--- src/design/uris_pkg.sv ---
// Shared types and constants for the UART receive sampler.
// Frame phase encoding, register map and register reset values.
// No dependencies.
`default_nettype none

package uris_pkg;

   localparam int CFG_W  = 10;
   localparam int DATA_W = 32;
   localparam int ADDR_W = 4;

   typedef enum logic [1:0] {
      PH_IDLE  = 2'd0,
      PH_START = 2'd1,
      PH_DATA  = 2'd2,
      PH_STOP  = 2'd3
   } phase_type;

   typedef enum logic [1:0] {
      REG_START_WINDOW  = 2'd0,
      REG_BIT_WINDOW    = 2'd1,
      REG_ONE_THRESHOLD = 2'd2,
      REG_UNUSED        = 2'd3
   } reg_index_type;

   localparam logic [CFG_W-1:0] START_WINDOW_RST  = 10'd310;
   localparam logic [CFG_W-1:0] BIT_WINDOW_RST    = 10'd324;
   localparam logic [CFG_W-1:0] ONE_THRESHOLD_RST = 10'd160;

endpackage

`default_nettype wire

--- src/design/uart_rx_integrating_sampler.sv ---
// UART receive sampler: integrate-and-threshold bit decision, 8N1-style framing.
// Depends on uris_pkg for the phase type, register map and reset values.
`default_nettype none

// One line sample is taken per word on req; a received byte leaves on rsp
// when the stop level is seen. Each sample passes an input register and the
// counter and phase update; a byte goes on to the result register. A word is
// accepted every cycle except in the only stall: a byte waiting in the
// result register while the next stop sample arrives. Registers at 0x0
// start_window, 0x4 bit_window, 0x8 one_threshold, 10 bits each.
module uart_rx_integrating_sampler
   import uris_pkg::*;
#(
   parameter int COUNT_BITS = 10,
   parameter int DATA_BITS  = 8
) (
   input  wire               clock,
   input  wire               reset,
   input  wire               req_tvalid,
   output logic              req_tready,
   input  wire  [7:0]        req_tdata,   // [0] line_level, [7:1] zero
   output logic              rsp_tvalid,
   input  wire               rsp_tready,
   output logic [7:0]        rsp_tdata,   // [7:0] rx_byte
   input  wire               csr_psel,
   input  wire               csr_penable,
   input  wire               csr_pwrite,
   input  wire  [ADDR_W-1:0] csr_paddr,
   input  wire  [DATA_W-1:0] csr_pwdata,
   output logic [DATA_W-1:0] csr_prdata,
   output logic              csr_pready
);

   localparam int WW    = ((COUNT_BITS > CFG_W) ? COUNT_BITS : CFG_W) + 1;
   localparam int IDX_W = $clog2(DATA_BITS + 1);
   localparam logic [WW-1:0] CountMax = WW'((64'd1 << COUNT_BITS) - 64'd1);

   // configuration
   logic [CFG_W-1:0] start_win_ff, bit_win_ff, threshold_ff;
   logic             csr_wr;
   reg_index_type    csr_idx;

   assign csr_pready = 1'b1;
   assign csr_wr     = csr_psel && csr_penable && csr_pwrite && csr_pready;
   assign csr_idx    = reg_index_type'(csr_paddr[3:2]);

   always_ff @(posedge clock) begin
      if (reset) begin
         start_win_ff <= START_WINDOW_RST;
         bit_win_ff   <= BIT_WINDOW_RST;
         threshold_ff <= ONE_THRESHOLD_RST;
      end else if (csr_wr) begin
         case (csr_idx)
            REG_START_WINDOW:  start_win_ff <= csr_pwdata[CFG_W-1:0];
            REG_BIT_WINDOW:    bit_win_ff   <= csr_pwdata[CFG_W-1:0];
            REG_ONE_THRESHOLD: threshold_ff <= csr_pwdata[CFG_W-1:0];
            default: ;
         endcase
      end
   end

   always_comb begin
      case (csr_idx)
         REG_START_WINDOW:  csr_prdata = DATA_W'(start_win_ff);
         REG_BIT_WINDOW:    csr_prdata = DATA_W'(bit_win_ff);
         REG_ONE_THRESHOLD: csr_prdata = DATA_W'(threshold_ff);
         default:           csr_prdata = '0;
      endcase
   end

   function automatic logic [WW-1:0] eff_len(input logic [CFG_W-1:0] w);
      logic [WW-1:0] wx;
      wx = WW'(w);
      if (wx == '0)
         eff_len = WW'(1);
      else if (wx > CountMax)
         eff_len = CountMax;
      else
         eff_len = wx;
   endfunction

   // input register
   logic in_valid_ff, in_valid_in;
   logic level_ff, level_in;
   logic proc_go, emit;

   // frame state
   phase_type             phase_ff, phase_in;
   logic [IDX_W-1:0]      widx_ff, widx_in;
   logic [COUNT_BITS-1:0] scount_ff, scount_in;
   logic [COUNT_BITS-1:0] hcount_ff, hcount_in;
   logic [DATA_BITS-1:0]  shift_ff, shift_in;

   // result register
   logic       out_valid_ff, out_valid_in;
   logic [7:0] out_byte_ff, out_byte_in;

   logic [WW-1:0]         n_ext;
   logic [COUNT_BITS-1:0] hcount_nx;
   logic [IDX_W-1:0]      widx_nx;

   assign emit       = in_valid_ff && (phase_ff == PH_STOP) && level_ff;
   assign proc_go    = in_valid_ff && (!out_valid_ff || rsp_tready || !emit);
   assign req_tready = !in_valid_ff || proc_go;

   assign n_ext     = WW'(scount_ff) + WW'(1);
   assign hcount_nx = hcount_ff + COUNT_BITS'(level_ff);
   assign widx_nx   = widx_ff + IDX_W'(1);

   always_comb begin
      in_valid_in = in_valid_ff;
      level_in    = level_ff;
      if (req_tvalid && req_tready) begin
         in_valid_in = 1'b1;
         level_in    = req_tdata[0];
      end else if (proc_go) begin
         in_valid_in = 1'b0;
      end

      out_valid_in = out_valid_ff;
      out_byte_in  = out_byte_ff;
      if (proc_go && emit) begin
         out_valid_in = 1'b1;
         out_byte_in  = 8'(shift_ff);
      end else if (rsp_tready) begin
         out_valid_in = 1'b0;
      end
   end

   always_comb begin
      phase_in  = phase_ff;
      widx_in   = widx_ff;
      scount_in = scount_ff;
      hcount_in = hcount_ff;
      shift_in  = shift_ff;
      if (proc_go) begin
         case (phase_ff)
            PH_IDLE: begin
               if (!level_ff) begin
                  phase_in  = PH_START;
                  widx_in   = '0;
                  scount_in = '0;
                  hcount_in = '0;
                  shift_in  = '0;
               end
            end
            PH_START: begin
               if (n_ext >= eff_len(start_win_ff)) begin
                  phase_in  = PH_DATA;
                  widx_in   = '0;
                  scount_in = '0;
                  hcount_in = '0;
               end else begin
                  scount_in = n_ext[COUNT_BITS-1:0];
                  hcount_in = hcount_nx;
               end
            end
            PH_DATA: begin
               if (n_ext >= eff_len(bit_win_ff)) begin
                  if ((WW'(hcount_nx) > WW'(threshold_ff)) &&
                      (widx_ff < IDX_W'(DATA_BITS)))
                     shift_in = shift_ff | (DATA_BITS'(1) << widx_ff);
                  widx_in   = widx_nx;
                  scount_in = '0;
                  hcount_in = '0;
                  if (widx_nx >= IDX_W'(DATA_BITS))
                     phase_in = PH_STOP;
               end else begin
                  scount_in = n_ext[COUNT_BITS-1:0];
                  hcount_in = hcount_nx;
               end
            end
            default: begin
               if (level_ff) begin
                  phase_in  = PH_IDLE;
                  widx_in   = '0;
                  scount_in = '0;
                  hcount_in = '0;
               end
            end
         endcase
      end
   end

   always_ff @(posedge clock) begin
      if (reset) begin
         in_valid_ff  <= 1'b0;
         out_valid_ff <= 1'b0;
         phase_ff     <= PH_IDLE;
         widx_ff      <= '0;
         scount_ff    <= '0;
         hcount_ff    <= '0;
         shift_ff     <= '0;
      end else begin
         in_valid_ff  <= in_valid_in;
         out_valid_ff <= out_valid_in;
         phase_ff     <= phase_in;
         widx_ff      <= widx_in;
         scount_ff    <= scount_in;
         hcount_ff    <= hcount_in;
         shift_ff     <= shift_in;
      end
   end

   always_ff @(posedge clock) begin
      level_ff    <= level_in;
      out_byte_ff <= out_byte_in;
   end

   assign rsp_tvalid = out_valid_ff;
   assign rsp_tdata  = out_byte_ff;

   a_idle_clear: assert property (@(posedge clock) disable iff (reset)
      (phase_ff == PH_IDLE) |-> (scount_ff == '0) && (hcount_ff == '0))
      else $error("counters not clear while idle");

   a_high_le_samples: assert property (@(posedge clock) disable iff (reset)
      hcount_ff <= scount_ff)
      else $error("high count exceeds sample count");

   a_data_index: assert property (@(posedge clock) disable iff (reset)
      (phase_ff == PH_DATA) |-> (widx_ff < IDX_W'(DATA_BITS)))
      else $error("data window index out of range");

   a_byte_from_stop: assert property (@(posedge clock) disable iff (reset)
      $rose(out_valid_ff) |-> $past(phase_ff == PH_STOP && level_ff && in_valid_ff))
      else $error("byte produced outside stop phase");

endmodule

`default_nettype wire
--- config.mk ---
export PLATFORM = sky130hd
export DESIGN_NAME = uart_rx_integrating_sampler
export DESIGN_NICKNAME = d
export VERILOG_FILES = /design/src/design/uris_pkg.sv /design/src/design/uart_rx_integrating_sampler.sv
export SDC_FILE = /design/constraint.sdc
export NUM_CORES = 1
export LEC_CHECK = 0
export BUFFER_PORTS_ARGS = -buffer_cell sky130_fd_sc_hd__buf_2
export CAP_MARGIN = 20
export CELL_PAD_IN_SITES_DETAIL_PLACEMENT = 1
export CELL_PAD_IN_SITES_GLOBAL_PLACEMENT = 1
export CORE_MARGIN = 2
export CORE_UTILIZATION = 41
export DETAILED_ROUTE_END_ITERATION = 7
export PLACE_DENSITY_LB_ADDON = 0.1
export SLEW_MARGIN = 20
export SYNTH_ARGS = -nofsm -noshare
export SYNTH_HDL_FRONTEND = slang
export SYNTH_SLANG_ARGS = --single-unit
--- constraint.sdc ---
create_clock -name clock -period 3.5 [get_ports clock]
set_clock_uncertainty 0.15 [all_clocks]
set_input_delay 0 -clock clock [delete_from_list [all_inputs] [get_ports clock]]
set_output_delay 0 -clock clock [all_outputs]
set_load 0.005 [all_outputs]
==> impl_metrics.tcl, run 1 <==
set metrics [dict create \
    timing.final.crit_period_ps 3350 \
    power_w 0.00166 \
    slew_violations 0 \
    powerDensity_nw_per_um2 315 \
    worstMarginPinSlew_ps 695 \
    synth-main-ff-cell "dfxtp_1" \
    grt_use_met1_pct 27.7 \
    layout_setup_ws_ps 151 \
    synth-async-reset-ratio_pct 0 \
    met2_usage_pct 40.2 \
    yosys.area.top_type "dfxtp_1" \
    hold_ws_ps 23.0 \
    hpwlAfterDp_mm 9.43 \
    layout.area.seq_um2 1590 \
    root_buffer "clkbuf_8" \
    synth_top_family_by_area "simple AND/OR/NAND/NOR gates" \
    cap_viol_max_count 0 \
    critPathKind "reg -> reg" \
    synth_adder_area_share_pct 12.3 \
    synthSimpleGateAreaFrac_pct 18.1 \
    ir_drop_mv 0.199 \
    post_synth_main_area_contributors "dfxtp_1 30%, ha_1 12%, edfxtp_1 6.0%" \
    path_max_fanout 13 \
    leakage_nw 2.25 \
    cts_buffers 9 \
    dieArea_um2 11800 \
    synth_xor_area_share_pct 3.13 \
    status "complete, no violations" \
    track_usage_pct 22.9 \
    ys_ff_latch 75 \
    synthMuxAreaShare_pct 3.81 \
    setup_viol 0 \
    drc 0 \
    via_per_inst 5.37 \
    dpl.cell_count 695 \
    finalHoldViolations 0 \
    synth_top_area_share_pct 29.5 \
    multi_input_area_um2 2640 \
    final_cell_mix "68 x nand2_1, 66 x dfxtp_1, 43 x ha_1" \
    syn_avg_cell_area_um2 8.55 \
    ioPinCount 94 \
    worst-endpoint-required_ps 3630 \
    netlist_area_um2 4470 \
    first_pass_iters 4 \
    cts_tree "done" \
    die_h_um 108 \
    insertedDiodeCount 0 \
    initial_core_util_pct 41.6 \
    via_count 3940 \
    antenna_left 0 \
    synth_edf_count 9 \
    wirelength_mm 12.7 \
    placementRows 38 \
    syn_to_final_growth_pct 17.6 \
    layout.nets 684 \
    min_period_over_period_pct 95.7 \
    synth_compound_area_share_pct 17.7 \
    maxSlewHeadroom_pct 53.6 \
    clk_pin_slew_ps 80 \
    gp_congestion 0.797 \
    insertion_delay_ps 370 \
    placed_area_um2 4790 \
    cp-end-kind "flop" \
    instances_no_fill 734 \
    synth_cells 523 \
    pre_cts_slack_ps -131 \
    grt.busiest_layer "met2" \
    worstSetupStartpointType "flop" \
    ys_types 53 \
    timing.fmax_mhz 299 \
    numPortBuffers 39 \
    grt_start_max_net_pins 38 \
    final_cell_area_um2 5260 \
    cts_max_path_buffers 2 \
    antenna_found_initial 0 \
    grt.overflow.total 0 \
    r2r_setup_slack_ps 150 \
    drive_gt1_share_pct 14.8 \
    drt_iter0_drc 101 \
    grt_pass1_wl_mm 20.4 \
    core_um2 10700 \
    use_met3_pct 3.13 \
    synth.yosys.seq_area_share_pct 35.6 \
    htreeDepth 3 \
    die_w_um 108 \
    ys_warn_count 0 \
    fillers 1310 \
    hold_path.class "in -> reg" \
    clock-sinks 75 \
    layout_commonest_cell "nand2_1" \
    critical_path_arrival_ps 3480 \
    grt_pass1_vias 4069 \
    wl_per_cell_um 17.3 \
]
[layer usage]
metal / wire (um) / share of wire (%) / vias up
met5: 0 / 0 / -
met1: 5480 / 43 / 1913
li1: - / - / 1948
met4: 325 / 2.6 / 0
met3: 333 / 2.6 / 20
met2: 6550 / 52 / 59
[cells in the mapped netlist, types with 15 or more instances]
master     n
ha_1      44
o21ai_0   20
nand2_1   68
nor3_1    15
dfxtp_1   66
mux2i_1   17
a21oi_1   34
nor2_1    18
inv_1     42
clkbuf_1  17
nand3_1   30
buf_4     23
[critical path: stages (launching register included)]
cell,delay [ps]
dfxtp_1,370
ha_1,180
and3_4,210
nand3_4,100
nor3_1,200
xor2_1,290
ha_1,310
a21o_1,170
a211oi_2,280
o211ai_2,180
buf_4,230
and4_1,310
nor3_1,270
[power breakdown]
group | leakage, nW | switching, W | internal, W
sequential | 0.609 | 0.00000956 | 0.000877
combinational | 1.55 | 0.000100 | 0.0000630
clock | 0.0843 | 0.000347 | 0.000259
[path summary, 6_finish.rpt]
check | from | endpoint | cells past startpoint
hold / removal | csr_paddr[2] | bit_win_ff[3] | 3
setup / recovery | scount_ff[1] | shift_ff[3] | 12
setup reg to reg | scount_ff[1] | shift_ff[3] | 12
hold reg to reg | shift_ff[6] | rsp_tdata[6] | 0
[flip-flops by register name, summed over array words and instances (netlist names)]
register      cells
start_win_ff     10
phase_ff          2
rsp_tvalid        1
in_valid_ff       1
hcount_ff        10
threshold_ff     10
scount_ff        10
widx_ff           4
shift_ff          8
bit_win_ff       10
level_ff          1
rsp_tdata         8
[layout make-up]
type	count	share of cell area [%]
Multi-Input combinational cell	383	50.1
Sequential cell	75	30.3
Timing Repair Buffer	78	10.2
Tap cell	140	3.33
Inverter	42	3.00
Clock buffer	12	2.57
Clock inverter	4	0.523
[kinds of logic after synthesis]
| family | after synthesis |
|---|---|
| other | 2 |
| AOI/OAI and AO/OA | 115 |
| DFF | 75 |
| and+or+nand+nor | 168 |
| xor gates and xnor gates | 16 |
| muxes | 17 |
| buffers and inverters | 86 |
| adders and majority gates | 44 |
[metrics by stage]
step           TNS [ps]  utilization [%]
2_1_floorplan         0                -
3_3_place_gp       -271             44.6
3_5_place_dp       -419             44.6
4_1_cts               0             48.0
5_1_grt            -338             49.0
6_report              0             49.0
[what timing repair did]
item / in CTS / in global routing
buffers inserted: 1 / 3
pin swaps: 0 / 5
hold buffers: 19 / 0
endpoints found under the setup margin: 6 / 29
gates resized for setup: 3 / 9
endpoints found under the hold margin: 34 / 0
Note: power is estimated with default switching activity, not from simulation.
==> run 2, diff against run 1 <==
==> constraint.sdc (replaced) <==
create_clock -name clock -period 3.35 [get_ports clock]
set_clock_uncertainty 0.15 [all_clocks]
set_input_delay 0 -clock clock [delete_from_list [all_inputs] [get_ports clock]]
set_output_delay 0 -clock clock [all_outputs]
set_load 0.005 [all_outputs]
==> run 2 against run 1 <==
Largest power group unchanged; cell count down 0.41%; total power increased by 14%; clock power is 30% higher; critical endpoint is now shift_ff[4]; wire length rose by 0.97%; sequential power up 4.4%; non-clock buffer count fell by 3.
==> impl_metrics.tcl, run 2 (same netlist as run 1, synthesis figures left out) <==
set metrics [dict create \
    setup_viol 0 \
    maxSlewHeadroom_pct 49.1 \
    gp_congestion 0.824 \
    fillers 1302 \
    path_max_fanout 3 \
    die_w_um 108 \
    grt_pass1_wl_mm 20.4 \
    dpl.cell_count 698 \
    min_period_over_period_pct 96.2 \
    antenna_found_initial 0 \
    root_buffer "clkbuf_8" \
    hold_path.class "in -> reg" \
    crit_top_cell "ha_1" \
    worstSetupStartpointType "flop" \
    switchingPower_w 0.000487 \
    timing.rr.end "shift_ff[4]" \
    path_cells "ha_4 > ha_1 > and3_1 > nor2b_1 > or2_2 > ha_1 > nand2_2 > o311a_4 > a2111oi_4 > buf_4 > a41oi_1 > nor3_1" \
    ioPinCount 94 \
    track_usage_pct 22.7 \
    drive_gt1_share_pct 16.8 \
    multi_input_area_um2 2670 \
    setup-tns-final_ps 0 \
    instances_no_fill 731 \
    insertedDiodeCount 0 \
    grt_start_max_net_pins 38 \
    layout.nets 681 \
    cts_max_path_buffers 2 \
    grt_pass1_vias 3977 \
    wl_per_cell_um 17.5 \
    ir_drop_mv 0.149 \
    clk_pin_slew_ps 80 \
    initial_core_util_pct 41.6 \
    critical_path_arrival_ps 3370 \
    clkPwrFrac_pct 41.8 \
    hpwlAfterDp_mm 9.40 \
    cts_tree "done" \
    timing.final.crit_period_ps 3220 \
    final_cell_area_um2 5320 \
    worstHoldStart "csr_paddr[2]" \
    p_sw_share_pct 25.8 \
    seq_power_share_pct 49.0 \
    cts_buffers 9 \
    die_h_um 108 \
    layout.area.seq_um2 1590 \
    drt_iter0_drc 115 \
    timing.fmax_mhz 310 \
    hold_path_depth 3 \
    cpLargestDelayFamily "simple AND/OR/NAND/NOR gates" \
    worstMarginPinSlew_ps 762 \
    leakage_nw 2.24 \
    placed_area_um2 4810 \
    finalHoldViolations 0 \
    slowest_stage "edfxtp_1" \
    layout_commonest_cell "nand2_1" \
    r2r_setup_slack_ps 130 \
    dieArea_um2 11800 \
    status "complete, no violations" \
    final_cell_mix "67 x nand2_1, 65 x dfxtp_1, 43 x ha_1" \
    comb_power_share_pct 9.2 \
    r2r-start "level_ff" \
    clock-sinks 75 \
    holdPathEnd "bit_win_ff[0]" \
    critPathKind "reg -> reg" \
    wirelength_mm 12.8 \
    htreeDepth 3 \
    core_um2 10700 \
    first_pass_iters 4 \
    drc 0 \
    cap_viol_max_count 0 \
    p_int_w 0.00140 \
    via_per_inst 5.28 \
    grt.overflow.total 0 \
    worst-endpoint-required_ps 3490 \
    antenna_left 0 \
    via_count 3859 \
    crit_buf_inv 1 \
    slew_violations 0 \
    insertion_delay_ps 370 \
    cp-end-kind "flop" \
    powerDensity_nw_per_um2 355 \
    power_w 0.00189 \
    cpPeakStageDelay_ps 450 \
    placementRows 38 \
    numPortBuffers 39 \
    rr_worst_depth 12 \
    syn_to_final_growth_pct 19.0 \
]
==> run 2: cell count changes in the layout (fill, tap and decap cells not counted), sizes merged <==
cell	change
dlygate4sd3	-4
clkbuf	-3
bufinv	+2
buf	+1
clkinv	+1
==> run 2: repair_timing <==
item | in CTS | in global routing
hold buffers | 15 | 0
resized for setup | 6 | 19
pin swaps | 1 | 8
hold endpoints to repair | 34 | 0
buffers inserted | 1 | 1
endpoints found under the setup margin | 7 | 31
==> run 2: worst max path at each step <==
stage / end / startpoint / cells past startpoint
finish: shift_ff[4] / level_ff / 12
global route: hcount_ff[1] / scount_ff[1] / 13
CTS: shift_ff[1] / level_ff / 12
detailed placement: shift_ff[4] / level_ff / 12
global placement: shift_ff[4] / level_ff / 12
floorplan: shift_ff[4] / level_ff / 11
==> run 2: layout make-up <==
| class | instances | area share [%] |
|---|---|---|
| clock inverter | 7 | 1.74 |
| clock buffer | 9 | 2.33 |
| tap | 140 | 3.29 |
| sequential | 75 | 29.9 |
| inverter | 42 | 2.96 |
| multi-input combinational | 383 | 50.2 |
| timing repair buffer | 75 | 9.52 |
==> run 2: power groups by stage <==
stage                     Combinational (W)  Clock, W  Sequential (W)
after floorplan                    0.000109         0        0.000943
after global placement             0.000145         0        0.000946
after detailed placement           0.000148         0        0.000947
after CTS                          0.000166  0.000807        0.000925
after global routing               0.000192  0.000836        0.000927
final                              0.000174  0.000789        0.000925
==> run 2: metal layers <==
| layer | vias to the layer above | wire [um] | track usage (%) |
|---|---|---|---|
| li1 | 1937 | - | - |
| met1 | 1832 | 5610 | 27.9 |
| met2 | 71 | 6590 | 40.8 |
| met3 | 19 | 355 | 2.53 |
| met4 | 0 | 248 | 7.97 |
| met5 | - | 0 | 0 |
==> run 2: tightest hold or removal path: cells and delay by family <==
kind	cells	cell delay (ps)
AOI/OAI and AO/OA	1	50
buffers and inverters	1	290
and+or+nand+nor	1	160
==> run 2: per-stage QoR <==
step / hold WS, ps / setup WS [ps] / utilization, %
2_1_floorplan: -51.1 / 99.4 / -
3_3_place_gp: 37.8 / -102 / 44.8
3_5_place_dp: 38.0 / -143 / 44.8
4_1_cts: 17.1 / 2.80 / 48.4
5_1_grt: 62.8 / -8.31 / 49.5
6_report: 34.8 / 126 / 49.5
